`config.mk`:
```
export PLATFORM = sky130hd
export DESIGN_NAME = uart_register_datagram_engine
export DESIGN_NICKNAME = d
export VERILOG_FILES = /design/src/design/urde_pkg.sv /design/src/design/urde_front.sv /design/src/design/urde_queue.sv /design/src/design/urde_back.sv /design/src/design/uart_register_datagram_engine.sv
export SDC_FILE = /design/constraint.sdc
export NUM_CORES = 1
export LEC_CHECK = 0
export ABC_AREA = 1
export ABC_CLOCK_PERIOD_IN_PS = 6490
export BUFFER_PORTS_ARGS = -buffer_cell sky130_fd_sc_hd__buf_4
export CAP_MARGIN = 20
export CORE_MARGIN = 1
export CORE_UTILIZATION = 45
export DETAILED_ROUTE_END_ITERATION = 8
export PLACE_DENSITY = 0.65
export SETUP_SLACK_MARGIN = 0.02
export SLEW_MARGIN = 20
export SYNTH_ARGS = -nofsm -noshare
export SYNTH_HDL_FRONTEND = slang
export SYNTH_HIERARCHICAL = 1
export SYNTH_SLANG_ARGS = --single-unit
```
`constraint.sdc`:
```
create_clock -name clock -period 6.49 [get_ports clock]
set_clock_uncertainty 0.1 [all_clocks]
set_input_delay 0.9735 -clock clock [delete_from_list [all_inputs] [get_ports clock]]
set_output_delay 0.9735 -clock clock [all_outputs]
set_load 0.005 [all_outputs]
```
`src/design/urde_pkg.sv`:
```
// Shared types, codes and the CRC-8 helper for the UART register datagram engine.
// Depends on nothing; every module of the engine imports it.
package urde_pkg;

   // Input command codes carried in req_tuser.
   localparam logic [1:0] CMD_WRITE = 2'd0;
   localparam logic [1:0] CMD_READ  = 2'd1;
   localparam logic [1:0] CMD_RX    = 2'd2;
   localparam logic [1:0] CMD_TICK  = 2'd3;

   // Result kinds carried in rsp_tuser.
   localparam logic [1:0] OUT_TX        = 2'd0;
   localparam logic [1:0] OUT_READ_DONE = 2'd1;
   localparam logic [1:0] OUT_REFUSED   = 2'd2;

   // Read outcomes.
   localparam logic [1:0] ST_OK      = 2'd0;
   localparam logic [1:0] ST_CRC     = 2'd1;
   localparam logic [1:0] ST_TIMEOUT = 2'd2;

   // Configuration register indexes.
   localparam logic CSR_SLAVE_ADDR = 1'b0;
   localparam logic CSR_TIMEOUT    = 1'b1;

   localparam int unsigned CSR_WIDTH = 16;
   localparam int unsigned REQ_TDATA_WIDTH = 48;
   localparam int unsigned RSP_TDATA_WIDTH = 48;

   localparam logic [7:0] SYNC_BYTE = 8'h05;
   localparam logic [7:0] CRC_POLY  = 8'h07;
   localparam logic [7:0] REG_WRITE_FLAG = 8'h80;

   // Datagram lengths, as the index of the final (CRC) byte.
   localparam logic [2:0] WR_LAST_IDX = 3'd7;
   localparam logic [2:0] RD_LAST_IDX = 3'd3;

   // Job queue depth.
   localparam int unsigned Q_AW = 2;
   localparam int unsigned Q_DEPTH = 1 << Q_AW;

   typedef enum logic [1:0] {
      PH_IDLE,
      PH_WR_ECHO,
      PH_RD_ECHO,
      PH_RD_REPLY
   } phase_type;

   typedef enum logic [1:0] {
      JOB_WRITE,
      JOB_READ,
      JOB_DONE,
      JOB_REFUSE
   } job_kind_type;

   typedef struct packed {
      job_kind_type kind;
      logic [1:0]   slave;
      logic [6:0]   reg_addr;
      logic [31:0]  data;
      logic [1:0]   status;
   } job_type;

   // CRC-8, poly 0x07: message bits LSB first, register shifts MSB first.
   function automatic logic [7:0] crc_feed(input logic [7:0] crc_i, input logic [7:0] b_i);
      logic [7:0] c;
      c = crc_i;
      for (int k = 0; k < 8; k++) begin
         if (c[7] ^ b_i[k]) begin
            c = {c[6:0], 1'b0} ^ CRC_POLY;
         end else begin
            c = {c[6:0], 1'b0};
         end
      end
      return c;
   endfunction

endpackage

```
`src/design/urde_front.sv`:
```
// Front end: accepts request, received-byte and tick beats, tracks the echo and
// reply phases, and queues jobs for the back end. Depends on urde_pkg.
module urde_front #(
   parameter int unsigned TIMEOUT_WIDTH = 16
) (
   input  logic                     clock,
   input  logic                     reset,
   input  logic                     req_tvalid,
   output logic                     req_tready,
   input  logic [1:0]               cmd,
   input  logic [6:0]               reg_addr,
   input  logic [31:0]              write_data,
   input  logic [7:0]               rx_byte,
   input  logic [1:0]               slave_address,
   input  logic [TIMEOUT_WIDTH-1:0] timeout_ticks,
   input  logic                     q_full,
   output logic                     push,
   output urde_pkg::job_type        job
);
   import urde_pkg::*;

   phase_type                phase_ff, phase_in;
   logic [2:0]               cnt_ff, cnt_in;
   logic [7:0]               crc_ff, crc_in;
   logic [31:0]              word_ff, word_in;
   logic [TIMEOUT_WIDTH-1:0] wait_ff, wait_in;

   logic       accept;
   logic [3:0] cnt_inc;
   logic       expired;
   logic       is_req;

   assign req_tready = !q_full;
   assign accept     = req_tvalid && req_tready;
   assign cnt_inc    = {1'b0, cnt_ff} + 4'd1;
   assign expired    = !(wait_ff < timeout_ticks);
   assign is_req     = (cmd == CMD_WRITE) || (cmd == CMD_READ);

   // Next phase.
   always_comb begin
      phase_in = phase_ff;
      if (accept) begin
         case (phase_ff)
            PH_IDLE: begin
               if (cmd == CMD_WRITE) begin
                  phase_in = PH_WR_ECHO;
               end else if (cmd == CMD_READ) begin
                  phase_in = PH_RD_ECHO;
               end
            end
            PH_WR_ECHO: begin
               if ((cmd == CMD_RX && cnt_inc >= 4'd8) || (cmd == CMD_TICK && expired)) begin
                  phase_in = PH_IDLE;
               end
            end
            PH_RD_ECHO: begin
               if ((cmd == CMD_RX && cnt_inc >= 4'd4) || (cmd == CMD_TICK && expired)) begin
                  phase_in = PH_RD_REPLY;
               end
            end
            PH_RD_REPLY: begin
               if ((cmd == CMD_RX && cnt_ff == 3'd7) || (cmd == CMD_TICK && expired)) begin
                  phase_in = PH_IDLE;
               end
            end
            default: phase_in = PH_IDLE;
         endcase
      end
   end

   // Counters, reply assembly and job generation.
   always_comb begin
      cnt_in  = cnt_ff;
      crc_in  = crc_ff;
      word_in = word_ff;
      wait_in = wait_ff;
      push    = 1'b0;
      job     = '{kind: JOB_REFUSE, slave: 2'd0, reg_addr: 7'd0, data: 32'd0, status: ST_OK};
      if (accept) begin
         if (is_req) begin
            push = 1'b1;
            if (phase_ff == PH_IDLE) begin
               job.kind     = (cmd == CMD_WRITE) ? JOB_WRITE : JOB_READ;
               job.slave    = slave_address;
               job.reg_addr = reg_addr;
               job.data     = (cmd == CMD_WRITE) ? write_data : 32'd0;
               cnt_in       = 3'd0;
               wait_in      = '0;
            end
         end else if (phase_ff != PH_IDLE) begin
            if (cmd == CMD_RX) begin
               wait_in = '0;
               case (phase_ff)
                  PH_WR_ECHO: cnt_in = cnt_inc[2:0];
                  PH_RD_ECHO: begin
                     if (cnt_inc >= 4'd4) begin
                        cnt_in  = 3'd0;
                        crc_in  = 8'd0;
                        word_in = 32'd0;
                     end else begin
                        cnt_in = cnt_inc[2:0];
                     end
                  end
                  PH_RD_REPLY: begin
                     if (cnt_ff != 3'd7) begin
                        crc_in = crc_feed(crc_ff, rx_byte);
                        if (cnt_ff >= 3'd3) begin
                           word_in = {word_ff[23:0], rx_byte};
                        end
                        cnt_in = cnt_inc[2:0];
                     end else begin
                        push     = 1'b1;
                        job.kind = JOB_DONE;
                        if (rx_byte == crc_ff) begin
                           job.data = word_ff;
                        end else begin
                           job.status = ST_CRC;
                        end
                        cnt_in = 3'd0;
                     end
                  end
                  default: ;
               endcase
            end else begin
               if (!expired) begin
                  wait_in = wait_ff + TIMEOUT_WIDTH'(1);
               end else begin
                  cnt_in  = 3'd0;
                  wait_in = '0;
                  case (phase_ff)
                     PH_RD_ECHO: begin
                        crc_in  = 8'd0;
                        word_in = 32'd0;
                     end
                     PH_RD_REPLY: begin
                        push       = 1'b1;
                        job.kind   = JOB_DONE;
                        job.status = ST_TIMEOUT;
                     end
                     default: ;
                  endcase
               end
            end
         end
      end
   end

   always_ff @(posedge clock) begin
      if (reset) begin
         phase_ff <= PH_IDLE;
         cnt_ff   <= 3'd0;
         crc_ff   <= 8'd0;
         word_ff  <= 32'd0;
         wait_ff  <= '0;
      end else begin
         phase_ff <= phase_in;
         cnt_ff   <= cnt_in;
         crc_ff   <= crc_in;
         word_ff  <= word_in;
         wait_ff  <= wait_in;
      end
   end

endmodule

```
`src/design/urde_queue.sv`:
```
// Short job queue between front and back ends.
// Depends on urde_pkg for the job type and depth.
module urde_queue (
   input  logic              clock,
   input  logic              reset,
   input  logic              push,
   input  urde_pkg::job_type push_job,
   input  logic              pop,
   output logic              full,
   output logic              empty,
   output urde_pkg::job_type head
);
   import urde_pkg::*;

   job_type         slot_ff [Q_DEPTH];
   logic [Q_AW-1:0] wr_ptr_ff, wr_ptr_in;
   logic [Q_AW-1:0] rd_ptr_ff, rd_ptr_in;
   logic [Q_AW:0]   count_ff, count_in;

   assign full  = (count_ff == (Q_AW+1)'(Q_DEPTH));
   assign empty = (count_ff == '0);
   assign head  = slot_ff[rd_ptr_ff];

   always_comb begin
      wr_ptr_in = push ? wr_ptr_ff + Q_AW'(1) : wr_ptr_ff;
      rd_ptr_in = pop ? rd_ptr_ff + Q_AW'(1) : rd_ptr_ff;
      count_in  = count_ff + (Q_AW+1)'(push) - (Q_AW+1)'(pop);
   end

   always_ff @(posedge clock) begin
      if (push) begin
         slot_ff[wr_ptr_ff] <= push_job;
      end
   end

   always_ff @(posedge clock) begin
      if (reset) begin
         wr_ptr_ff <= '0;
         rd_ptr_ff <= '0;
         count_ff  <= '0;
      end else begin
         wr_ptr_ff <= wr_ptr_in;
         rd_ptr_ff <= rd_ptr_in;
         count_ff  <= count_in;
      end
   end

endmodule

```
`src/design/urde_back.sv`:
```
// Back end: expands queued jobs into result beats behind an output register,
// one per cycle unless stalled, building the datagram CRC bytewise. Depends on urde_pkg.
module urde_back (
   input  logic              clock,
   input  logic              reset,
   input  logic              q_empty,
   input  urde_pkg::job_type head,
   output logic              pop,
   output logic              rsp_tvalid,
   input  logic              rsp_tready,
   output logic [1:0]        out_kind,
   output logic [7:0]        tx_byte,
   output logic              last,
   output logic [31:0]       read_data,
   output logic [1:0]        status
);
   import urde_pkg::*;

   logic [2:0]  idx_ff, idx_in;
   logic [7:0]  crc_ff, crc_in;
   logic        valid_ff, valid_in;
   logic [1:0]  kind_ff, kind_in;
   logic [7:0]  tx_ff, tx_in;
   logic        last_ff, last_in;
   logic [31:0] data_ff, data_in;
   logic [1:0]  status_ff, status_in;

   logic       load;
   logic       emit;
   logic       is_dgram;
   logic [2:0] last_idx;
   logic       at_last;
   logic [7:0] dg_byte;

   assign load     = !valid_ff || rsp_tready;
   assign emit     = load && !q_empty;
   assign is_dgram = (head.kind == JOB_WRITE) || (head.kind == JOB_READ);
   assign last_idx = (head.kind == JOB_WRITE) ? WR_LAST_IDX : RD_LAST_IDX;
   assign at_last  = (idx_ff == last_idx);
   assign pop      = emit && (!is_dgram || at_last);

   always_comb begin
      case (idx_ff)
         3'd0: dg_byte = SYNC_BYTE;
         3'd1: dg_byte = {6'd0, head.slave};
         3'd2: dg_byte = (head.kind == JOB_WRITE) ? (REG_WRITE_FLAG | {1'b0, head.reg_addr})
                                                  : {1'b0, head.reg_addr};
         3'd3: dg_byte = (head.kind == JOB_WRITE) ? head.data[31:24] : crc_ff;
         3'd4: dg_byte = head.data[23:16];
         3'd5: dg_byte = head.data[15:8];
         3'd6: dg_byte = head.data[7:0];
         default: dg_byte = crc_ff;
      endcase
   end

   always_comb begin
      idx_in    = idx_ff;
      crc_in    = crc_ff;
      valid_in  = load ? emit : valid_ff;
      kind_in   = kind_ff;
      tx_in     = tx_ff;
      last_in   = last_ff;
      data_in   = data_ff;
      status_in = status_ff;
      if (emit) begin
         if (is_dgram) begin
            kind_in   = OUT_TX;
            tx_in     = dg_byte;
            last_in   = at_last;
            data_in   = 32'd0;
            status_in = ST_OK;
            if (at_last) begin
               idx_in = 3'd0;
               crc_in = 8'd0;
            end else begin
               idx_in = idx_ff + 3'd1;
               crc_in = crc_feed(crc_ff, dg_byte);
            end
         end else begin
            kind_in   = (head.kind == JOB_DONE) ? OUT_READ_DONE : OUT_REFUSED;
            tx_in     = 8'd0;
            last_in   = 1'b0;
            data_in   = head.data;
            status_in = head.status;
         end
      end
   end

   always_ff @(posedge clock) begin
      if (reset) begin
         idx_ff   <= 3'd0;
         crc_ff   <= 8'd0;
         valid_ff <= 1'b0;
      end else begin
         idx_ff   <= idx_in;
         crc_ff   <= crc_in;
         valid_ff <= valid_in;
      end
   end

   always_ff @(posedge clock) begin
      kind_ff   <= kind_in;
      tx_ff     <= tx_in;
      last_ff   <= last_in;
      data_ff   <= data_in;
      status_ff <= status_in;
   end

   assign rsp_tvalid = valid_ff;
   assign out_kind   = kind_ff;
   assign tx_byte    = tx_ff;
   assign last       = last_ff;
   assign read_data  = data_ff;
   assign status     = status_ff;

endmodule

```
`src/design/uart_register_datagram_engine.sv`:
```
// Top level of the UART register datagram engine: configuration registers,
// front end, job queue and back end. Depends on urde_pkg and the urde_ modules.
//
// Usage: req_ beats carry a command in req_tuser (write request, read request,
// received line byte, or one timer tick). A write request yields eight rsp_ beats
// of kind "transmit" (sync, slave address, register with bit 7 set, four data
// bytes MSB first, CRC-8), the last one flagged by rsp_tlast; a read request
// yields four. The engine then swallows the echo and, for a read, collects the
// 8-byte reply and returns one "read completed" beat with data and status
// (ok, CRC mismatch, timeout). A request while a transaction is open is answered
// with one "refused" beat.
// The first result beat passes through a queue slot and then the output register;
// datagram bytes then follow one per cycle while the receiver keeps rsp_tready high.
// Input beats are taken one per cycle while the 4-entry job queue has room; the
// front end updates the transaction state as each beat is accepted.
// When the receiver stalls, the output register holds its beat, the back end
// stops and jobs collect in the queue; req_tready drops once the queue is full.
// Reset (synchronous) empties the queue and output, returns to idle, sets the
// slave address to 0 and the timeout to 50 ticks.
module uart_register_datagram_engine #(
   parameter int unsigned TIMEOUT_WIDTH = 16
) (
   input  logic                                 clock,
   input  logic                                 reset,
   // Requests, received bytes and ticks.
   input  logic                                 req_tvalid,
   output logic                                 req_tready,
   // [6:0] reg_addr, [38:7] write_data, [46:39] rx_byte, [47] zero
   input  logic [urde_pkg::REQ_TDATA_WIDTH-1:0] req_tdata,
   // [1:0] cmd
   input  logic [1:0]                           req_tuser,
   // Results.
   output logic                                 rsp_tvalid,
   input  logic                                 rsp_tready,
   // [7:0] tx_byte, [39:8] read_data, [41:40] status, [47:42] zero
   output logic [urde_pkg::RSP_TDATA_WIDTH-1:0] rsp_tdata,
   // [1:0] out_kind
   output logic [1:0]                           rsp_tuser,
   output logic                                 rsp_tlast,
   // Configuration writes.
   input  logic                                 csr_we,
   input  logic                                 csr_addr,
   input  logic [urde_pkg::CSR_WIDTH-1:0]       csr_wdata
);
   import urde_pkg::*;

   logic [1:0]               slave_addr_ff, slave_addr_in;
   logic [TIMEOUT_WIDTH-1:0] timeout_ff, timeout_in;
   logic [31:0]              csr_wide;

   logic    push;
   job_type push_job;
   logic    pop;
   logic    q_full;
   logic    q_empty;
   job_type head;

   logic [7:0]  tx_byte;
   logic [31:0] read_data;
   logic [1:0]  status;

   // Configuration: hold unless written; timeout sized to the counter width.
   assign csr_wide = {16'd0, csr_wdata};

   always_comb begin
      slave_addr_in = slave_addr_ff;
      timeout_in    = timeout_ff;
      if (csr_we) begin
         case (csr_addr)
            CSR_SLAVE_ADDR: slave_addr_in = csr_wdata[1:0];
            CSR_TIMEOUT:    timeout_in    = csr_wide[TIMEOUT_WIDTH-1:0];
            default: ;
         endcase
      end
   end

   always_ff @(posedge clock) begin
      if (reset) begin
         slave_addr_ff <= 2'd0;
         timeout_ff    <= TIMEOUT_WIDTH'(50);
      end else begin
         slave_addr_ff <= slave_addr_in;
         timeout_ff    <= timeout_in;
      end
   end

   // Front end: classify beats, advance echo/reply phases, queue jobs.
   urde_front #(
      .TIMEOUT_WIDTH(TIMEOUT_WIDTH)
   ) u_front (
      .clock         (clock),
      .reset         (reset),
      .req_tvalid    (req_tvalid),
      .req_tready    (req_tready),
      .cmd           (req_tuser),
      .reg_addr      (req_tdata[6:0]),
      .write_data    (req_tdata[38:7]),
      .rx_byte       (req_tdata[46:39]),
      .slave_address (slave_addr_ff),
      .timeout_ticks (timeout_ff),
      .q_full        (q_full),
      .push          (push),
      .job           (push_job)
   );

   urde_queue u_queue (
      .clock    (clock),
      .reset    (reset),
      .push     (push),
      .push_job (push_job),
      .pop      (pop),
      .full     (q_full),
      .empty    (q_empty),
      .head     (head)
   );

   // Back end: emit result beats through the output register.
   urde_back u_back (
      .clock      (clock),
      .reset      (reset),
      .q_empty    (q_empty),
      .head       (head),
      .pop        (pop),
      .rsp_tvalid (rsp_tvalid),
      .rsp_tready (rsp_tready),
      .out_kind   (rsp_tuser),
      .tx_byte    (tx_byte),
      .last       (rsp_tlast),
      .read_data  (read_data),
      .status     (status)
   );

   assign rsp_tdata = {6'd0, status, read_data, tx_byte};

   // The front end never pushes into a full queue.
   assert property (@(posedge clock) disable iff (reset) !(push && q_full))
      else $error("job pushed into full queue");

   // Only a transmit beat may close a datagram.
   assert property (@(posedge clock) disable iff (reset)
      rsp_tvalid && rsp_tlast |-> rsp_tuser == OUT_TX)
      else $error("tlast on a non-transmit beat");

   // A refused request carries an all-zero payload.
   assert property (@(posedge clock) disable iff (reset)
      rsp_tvalid && rsp_tuser == OUT_REFUSED |-> rsp_tdata == '0 && !rsp_tlast)
      else $error("refused beat with payload");

   // A datagram leaves the queue only on its final byte.
   assert property (@(posedge clock) disable iff (reset)
      pop && (head.kind == JOB_WRITE || head.kind == JOB_READ) |=> rsp_tlast)
      else $error("datagram popped before its CRC byte");

endmodule
```
=== After elaboration in Yosys (flattened, before gate mapping) ===
Memories as Yosys holds them, arrays and structs flattened. A register that Yosys moved wholly into a read port is not among the register bits.
Cells that the tools add are included.

* Memories kept: 1
* Bits in writable memories: 180
* Bits in registers: 143
* Bits of input ports: 72
* Logic and storage cells: 283
* Output and inout port bits: 53

{| class="wikitable"
|+ Memory list
! name !! depth !! bits a word !! rd ports !! clocked after memory_dff !! write ports !! line !! source
|-
| u_queue.slot_ff || 4 || 45 || 1 || 1 || 1 || urde_queue.sv:15 || <nowiki>job_type slot_ff [Q_DEPTH];</nowiki>
|}

* Equal/unequal tests: 30
* Bitwise operators: 34
* Add/sub/neg operators: 7
* Reduce and logical (&&, ||, !) cells: 36
* $lt $le $gt $ge: 4
* Mux-type cells: 153

{| class="wikitable"
|+ Operators with widths
! operator !! count
|-
| $mux W8 || 71
|-
| $mux W32 || 10
|-
| $mux W34 || 3
|-
| $mux W16 || 5
|-
| $mux W3 || 25
|-
| $pmux W32 S2 || 1
|-
| $pmux W8 S7 || 1
|-
| $not A3 Y3 || 16
|-
| $mux W45 || 1
|-
| $mux W43 || 1
|-
| $mux W2 || 17
|-
| $add A16 B1 Y16 const B || 1
|-
| $lt A16 B16 Y1 || 1
|-
| $pmux W8 S2 || 1
|-
| $xor A1 B1 Y1 || 16
|-
| $eq A3 B3 Y1 const B || 5
|-
| $mux W1 || 14
|-
| $ne A3 B3 Y1 const B || 4
|-
| $eq A2 B2 Y1 const B || 5
|-
| $reduce_and A5 Y1 || 2
|-
| $mux W9 || 1
|-
| $pmux W3 S3 || 1
|-
| $reduce_and A9 Y1 || 1
|-
| $eq A8 B8 Y1 || 1
|-
| other kinds (27) || 60
|}

=== Logic depth before layout (Yosys ltp) ===
Gate-level depths: netlist of run 1.

* Depth in word-level cells: 61
* Mapped depth: 21
* Depth with buffers taken out: 19

=== By module ===
The synthesis of run 1 kept the hierarchy.

{| class="wikitable"
|+ Modules (own cells, without submodules)
! module !! times used !! cells each !! sequential area each (µm²) !! area each (µm²)
|-
| urde_queue || 1 || 581 || 5,585.4 || 7,759.9
|-
| urde_front || 1 || 709 || 1,221.2 || 4,420.5
|-
| urde_back || 1 || 410 || 1,591.5 || 3,264.4
|-
| uart_register_datagram_engine || 1 || 92 || 360.3 || 715.7
|}

=== Worst setup path after synthesis of run 1 ===
OpenSTA, ideal clock, no wires.

* Path kind: in2reg
* Start: input rsp_tready
* End: register u_queue.count_ff[1]
* Stages on the path: 10
* Path slack: 1.491 ns
* Buffers on the path: 0
* Required time: 6.281 ns
* Data arrival time: 4.790 ns
* Setup time: 0.109 ns
* Path through: inv_1 a21oi_1 inv_1 a21oi_1 ha_1 inv_1 ha_1 fa_1 inv_1 nor2_1

* Cells in the longest elaborated chain, start to end: 4

{| class="wikitable"
|+ Ends and longest elaborated chain
! what !! line !! source
|-
| start, declared || uart_register_datagram_engine.sv:34 || <nowiki>input logic rsp_tready,</nowiki>
|-
| $logic_or A1 B1 Y1 || urde_back.sv:35 || <nowiki>assign load = !valid_ff || rsp_tready;</nowiki>
|-
| $logic_and A1 B1 Y1 || urde_back.sv:36 || <nowiki>assign emit = load && !q_empty;</nowiki>
|-
| named net u_back.emit || urde_back.sv:29 || <nowiki>logic emit;</nowiki>
|-
| $logic_and A1 B1 Y1 || urde_back.sv:40 || <nowiki>assign pop = emit && (!is_dgram || at_last);</nowiki>
|-
| named net pop || uart_register_datagram_engine.sv:53 || <nowiki>logic pop;</nowiki>
|-
| $sub A3 B1 Y3 || urde_queue.sv:27 || <nowiki>count_in = count_ff + (Q_AW+1)'(push) - (Q_AW+1)'(pop);</nowiki>
|-
| named net u_queue.count_in[1] || urde_queue.sv:18 || <nowiki>logic [Q_AW:0] count_ff, count_in;</nowiki>
|-
| end signal, assigned || urde_queue.sv:44 || <nowiki>count_ff <= count_in;</nowiki>
|-
| end, declared || urde_queue.sv:18 ||
|}

The timed path passes the listed nets, and every way through them passes these cells.
A chain may end at the register's enable or synchronous reset.

==> qor.yml, run 1 <==
run_status:
  outcome: "complete, no violations"
grt:
  antenna_violations_before_repair: 0
  global_route_wire_length_before_repair_mm: 58.9
  grt_max_degree: 84
  first_global_vias: 11181
  grt_overflow_total: 0
  grt_use_total_pct: 20.6
worst_hold_path:
  hold_path.startpoint: "u_front/word_ff[15]$_SDFFE_PP0P_"
  holdPathStages: 2
  min_to: "u_front/word_ff[15]$_SDFFE_PP0P_"
  hold_path.class: "reg -> reg"
logic_synthesis:
  sequential_element_share_of_the_synthesized_area_pct: 54.2
  yosys.cell_types.count: 49
  yosys.area_share.simple_pct: 19.5
  yosys_register_bits: 325
  largest_family_of_logic_cells_by_synthesized_area: "simple AND/OR/NAND/NOR gates"
  syn-cell-area_um2: 16200
  synthesis.yosys.warnings: 6
  synth_edf_count: 225
  synthesized_area_fraction_occupied_by_adder_cells_pct: 2.52
  synthesis.instances: 1792
  synth.mux.area_fraction_pct: 0
  synth-async-reset-ratio_pct: 0
  post_synth_xor_area_fraction_pct: 1.51
  avgSynthCellArea_um2: 9.02
  synth_compound_area_share_pct: 12.4
  ys_dominant_reg_cell: "edfxtp_1"
detailed_routing:
  first_pass_iters: 5
  remaining_drc_errors: 0
  vias_per_cell: 5.13
  drt_wl_total_mm: 37.4
  drt_first_iter_violations: 1061
  avgRoutedWirePerCell_um: 15.8
  vias: 12138
  number_of_nets_with_antenna_violations_after_detailed_routing: 0
pwr:
  ir_drop_mv: 0.249
  p_leak_nw: 7.76
  powerDensity_nw_per_um2: 382
timing:
  max_freq_mhz: 233
  report.final.slew_viol_count: 0
  grt_setup_unrepaired: "false"
  worstMarginPinSlew_ns: 1.04
  fin_tns_setup_ns: 0
  max_slew_margin_pct: 30.4
  layout_min_cycle_time_ns: 4.28
  final-hold-violation-count: 0
  layout_worst_path_cycle_share_pct: 66.0
  hold_ws_ns: 0.365
  setup_viol: 0
critical_path:
  setup.reg_to_reg.worst_slack_ns: 2.21
  critical_path.max_stage_delay_ns: 0.69
  cp_num_buf_inv: 4
  cp_slowest_cell: "buf_4"
  r2r_end: "u_queue/count_ff[2]$_SDFF_PP0_"
  timing.critical_path.fanout_max: 78
  worstSetupPathType: "reg -> reg"
  critPathMostFrequentCell: "nand2_1"
  worstPathArrival_ns: 4.63
  crit_path_end_kind: "flop"
  timing.reg2reg.worst_path_depth: 16
  start_kind: "flop"
  required_ns: 6.83
  path_delay_family: "buffers and inverters"
  worstSetupPathDepth: 16
  crit_path_cell_trace: "buf_4 > o21ai_0 > nand2_1 > buf_4 > inv_4 > nand2_4 > nand2_1 > nand3_1 > a21oi_1 > ha_1 > inv_1 > ha_1 > fa_1 > nand3_1 > nand2_1 > nor2_1"
floorplan:
  fp.dieArea_um2: 36700
  die_w_um: 192
  initial_core_util_pct: 45.5
  num_io_pins: 125
  rows: 69
  floorplan.die.height_um: 192
  coreArea_um2: 35500
placement:
  finalWeightedCongestion: 0.968
  buffer_ports.inserted: 117
  dp_hpwl_mm: 25.7
cts:
  tritoncts: "done"
  post-cts-setup-buffer-count: 0
  cts_resized: 0
  ctsLongestPathBuffers: 3
  ctsHoldBuffers: 0
  tritoncts.num_buffers: 37
  buffer_type_at_the_clock_tree_root: "clkbuf_16"
  cts.sink_count: 325
  register_clock_pin_slew_on_the_reported_worst_setup_and_hold_paths_ns: 0.06
  cts_h_tree_depth: 2
  clkLatencyLatePin_ns: 0.51
cells_and_area:
  num_antenna_cells: 0
  area_delta_synth_final_pct: 13.3
  fin_nets: 1984
  drive_gt1_share_pct: 15.2
  layout.filler_cells: 3290
  final_core_util_pct: 51.6
flow_run:
  maxCapViolations: 0
## power by group
part / internal, mW / switching (mW)
clock: 1.12 / 0.788
combinational: 0.758 / 1.58
sequential: 2.60 / 0.145
## sequential cells by signal (all words and copies together), names as in the netlist, 3 cells and up, named ones only
| name | cells |
|---|---|
| u_front/crc_ff | 8 |
| u_queue/count_ff | 3 |
| u_back/crc_ff | 8 |
| u_front/word_ff | 32 |
| u_back/idx_ff | 3 |
| u_front/cnt_ff | 3 |
| u_back/read_data | 32 |
| u_front/wait_ff | 16 |
| timeout_ff | 16 |
| u_queue/slot_ff | 180 |
| u_back/tx_byte | 8 |
## layout by cell type (no fill, tap or decap), drive strengths merged
cell	n
nand2	409
inv	276
edfxtp	225
nor2	163
a21oi	159
buf	131
nand3	109
dfxtp	100
o21ai	77
o211ai	49
clkbuf	46
ha	31
a31oi	24
nand4	21
xor2	18
nor3	17
clkinv	16
xnor2	9
conb	6
and3	3
o22ai	3
bufinv	2
clkinvlp	1
a22o	1
o2111ai	1
o2111a	1
o21a	1
nor4	1
nor3b	1
or2	1
a21o	1
fa	1
## synth_stat cells, drive strengths merged (3+ instances only)
cell type,count,area [µm²]
nand2,409,1590
inv,277,1050
edfxtp,225,6760
nor2,163,679
a21oi,159,807
nand3,109,611
dfxtp,100,2000
o21ai,77,389
buf,55,423
o211ai,49,593
clkbuf,32,120
ha,31,388
a31oi,24,150
nand4,21,131
xor2,18,165
nor3,17,95.1
xnor2,9,78.8
and3,3,18.8
o22ai,3,18.8
## worst reg2reg max path, cell delays in order, from the launching register on
cell     delay, ns
dfxtp_4       0.49
buf_4         0.69
o21ai_0       0.20
nand2_1       0.47
buf_4         0.40
inv_4         0.14
nand2_4       0.13
nand2_1       0.06
nand3_1       0.15
a21oi_1       0.19
ha_1          0.33
inv_1         0.04
ha_1          0.18
fa_1          0.42
nand3_1       0.10
nand2_1       0.05
nor2_1        0.07
## layer usage
metal	up-vias	track usage, %	share of wire (%)
met5	-	0	0
met2	369	33.6	46
li1	6089	-	-
met4	0	7.20	2.9
met1	5602	27.7	45
met3	78	3.34	6.0
## worst max path at each step
stage | startpoint | endpoint | slack, ns
after global routing | flop | u_queue/count_ff[2]$_SDFF_PP0_ | 1.77
after detailed placement | req_tuser[1] | u_queue/slot_ff[1][35]$_DFFE_PP_ | 2.08
after global placement | req_tuser[1] | u_queue/slot_ff[1][36]$_DFFE_PP_ | 2.11
after CTS | flop | u_queue/count_ff[2]$_SDFF_PP0_ | 2.18
final | flop | u_queue/count_ff[2]$_SDFF_PP0_ | 2.21
after floorplan | rsp_tready | u_queue/count_ff[1]$_SDFF_PP0_ | 1.49
## logic make-up (layout without fill, tap and decap cells)
logic type,count (synthesis),after routing
flip-flops,325,325
AO/OA/AOI/OAI,317,317
XOR/XNOR,27,27
AND/OR/NAND/NOR,725,725
buffers and inverters,365,472
other,1,6
adder cells (fa/ha/maj),32,32
## final cells by class
cell class	instances	area, µm²	area share [%]
timing repair buffer	131	983	5.37
sequential	325	8770	47.9
clock buffer	46	960	5.24
clock inverter	17	130	0.711
tap	461	577	3.15
multi-input combinational	1107	5840	31.9
inverter	278	1050	5.76
## per-stage QoR
stage | area (µm²) | setup slack, ns | power, mW | instances
after global placement | 17200 | 2.11 | 5.08 | 2302
after CTS | 18300 | 2.18 | 7.05 | 2365
after detailed placement | 17200 | 2.08 | 5.13 | 2302
after global routing | 18300 | 1.77 | 7.45 | 2365
final | 18300 | 2.21 | 7.00 | 2365
after floorplan | 16200 | 1.49 | 4.41 | 1797
(Power assumes the default switching activity.)
==> run 2, diff against run 1 <==
Settings changed: ABC_CLOCK_PERIOD_IN_PS 6490 to 4050.
Clock period 6.49 ns to 4.05 ns, I/O delays scaled along.
==> run 2 against run 1 <==
Compared with the run above: via count is 0.30% lower; die area stayed put; fmax is 30% higher; sequential power is 61% higher; combinational power is 63% higher; non-clock buffer count is 7 higher; utilization is 0.56 points higher; critical path type unchanged; largest cell class unchanged; largest power group unchanged.
==> qor.yml, run 2 (synthesis results as in run 1) <==
cells_and_area:
  layout.cells.most_common: "nand2_1"
  final_core_util_pct: 52.1
  largest_register_ffs: 180
  register_with_the_highest_flop_count: "u_queue/slot_ff"
  num_antenna_cells: 0
  area_delta_synth_final_pct: 14.5
  drive_gt1_share_pct: 15.6
  fin_nets: 1991
  mostFrequentLayoutCells: "394 x nand2_1, 260 x inv_1, 225 x edfxtp_1"
pwr:
  powerDensity_nw_per_um2: 620
  ir_drop_mv: 0.406
  p_leak_nw: 7.85
floorplan:
  fp.dieArea_um2: 36700
  die_w_um: 192
  coreArea_um2: 35500
  initial_core_util_pct: 45.5
  num_io_pins: 125
  floorplan.die.height_um: 192
  rows: 69
critical_path:
  endpoint: "u_queue/count_ff[1]$_SDFF_PP0_"
  timing.critical_path.fanout_max: 42
  start_kind: "flop"
  cp_num_buf_inv: 3
  timing.reg2reg.worst_path_depth: 14
  critical_path.max_stage_delay_ns: 0.65
  worstPathArrival_ns: 3.57
  crit_path_cell_trace: "a21oi_1 > o21ai_0 > nand2_1 > inv_2 > nand2_4 > nand2_1 > nand3_1 > a21oi_1 > ha_1 > inv_1 > ha_1 > fa_1 > inv_1 > nor2_1"
  r2r_end: "u_queue/count_ff[1]$_SDFF_PP0_"
  worstSetupPathDepth: 14
  path_delay_family: "adder cells"
  setup.reg_to_reg.worst_slack_ns: 0.75
  required_ns: 4.32
  worstSetupPathType: "reg -> reg"
  cp_slowest_cell: "dfxtp_4"
  crit_path_end_kind: "flop"
timing:
  report.final.slew_viol_count: 0
  setup_viol: 0
  grt_setup_unrepaired: "false"
  max_slew_margin_pct: 45.9
  max_freq_mhz: 303
  hold_ws_ns: 0.197
  final-hold-violation-count: 0
  worstMarginPinSlew_ns: 0.811
  layout_worst_path_cycle_share_pct: 81.5
  layout_min_cycle_time_ns: 3.30
  fin_tns_setup_ns: 0
cts:
  ctsLongestPathBuffers: 3
  buffer_type_at_the_clock_tree_root: "clkbuf_16"
  cts.sink_count: 325
  cts_h_tree_depth: 2
  ctsHoldBuffers: 0
  post-cts-setup-buffer-count: 0
  register_clock_pin_slew_on_the_reported_worst_setup_and_hold_paths_ns: 0.06
  tritoncts.num_buffers: 37
  clkLatencyLatePin_ns: 0.51
  tritoncts: "done"
  cts_resized: 0
worst_hold_path:
  hold_path.class: "in -> reg"
  hold_path.startpoint: "csr_wdata[4]"
placement:
  finalWeightedCongestion: 0.954
  buffer_ports.inserted: 117
  dp_hpwl_mm: 26.1
detailed_routing:
  vias_per_cell: 5.10
  drt_wl_total_mm: 37.8
  remaining_drc_errors: 0
  avgRoutedWirePerCell_um: 15.9
  drt_first_iter_violations: 945
  vias: 12102
  number_of_nets_with_antenna_violations_after_detailed_routing: 0
  first_pass_iters: 6
grt:
  grt_overflow_total: 0
  antenna_violations_before_repair: 0
  grt_use_total_pct: 20.9
  grt_max_degree: 121
  global_route_wire_length_before_repair_mm: 59.5
  first_global_vias: 11427
flow_run:
  maxCapViolations: 0
run_status:
  outcome: "complete, no violations"
[run 2: area by class of cell]
cell class | count | area (µm²)
Clock buffer | 51 | 978
Clock inverter | 14 | 195
Fill cell | 3259 | 17000
Inverter | 278 | 1050
Multi-Input combinational cell | 1107 | 5840
Sequential cell | 325 | 8770
Tap cell | 461 | 577
Timing Repair Buffer | 138 | 1100
[run 2: worst reg2reg max path, stage by stage (launching register included)]
cell and delay [ns]:
dfxtp_4 0.65, a21oi_1 0.16, o21ai_0 0.09, nand2_1 0.22
inv_2 0.13, nand2_4 0.08, nand2_1 0.07, nand3_1 0.14
a21oi_1 0.48, ha_1 0.33, inv_1 0.06, ha_1 0.16
fa_1 0.42, inv_1 0.06, nor2_1 0.03
[run 2: report_power, final]
part / switching, mW / internal, mW / leakage (nW)
registers: 0.253 / 4.16 / 2.94
logic: 2.56 / 1.25 / 4.36
clock network: 1.25 / 2.00 / 0.558
total: 4.07 / 7.41 / 7.85
[run 2: worst min path at each step]
stage               cells past startpoint                          endpoint  slack, ns
floorplan                               2  u_front/word_ff[21]$_SDFFE_PP0P_       0.33
global placement                        2                              flop       0.34
detailed placement                      2                              flop       0.35
CTS                                     3        timeout_ff[4]$_SDFFE_PP1P_       0.18
global route                            3        timeout_ff[5]$_SDFFE_PP1P_       0.20
finish                                  3        timeout_ff[4]$_SDFFE_PP1P_       0.20
[run 2: routing by layer]
metal  vias up  GRT usage, %  wire, µm
li1       6093             -         -
met1      5605          27.8     16900
met2       336          35.3     17800
met3        68          2.94      2080
met4         0          6.20       929
met5         -             0         0
[run 2: metrics by stage]
step	area, µm²	setup slack (ns)	power [mW]	instances
finish	18500	0.748	11.5	2374
global route	18500	0.488	12.2	2374
CTS	18500	0.709	11.5	2374
detailed placement	17300	0.610	8.27	2309
global placement	17300	0.702	8.18	2309
floorplan	16200	0.383	7.06	1797
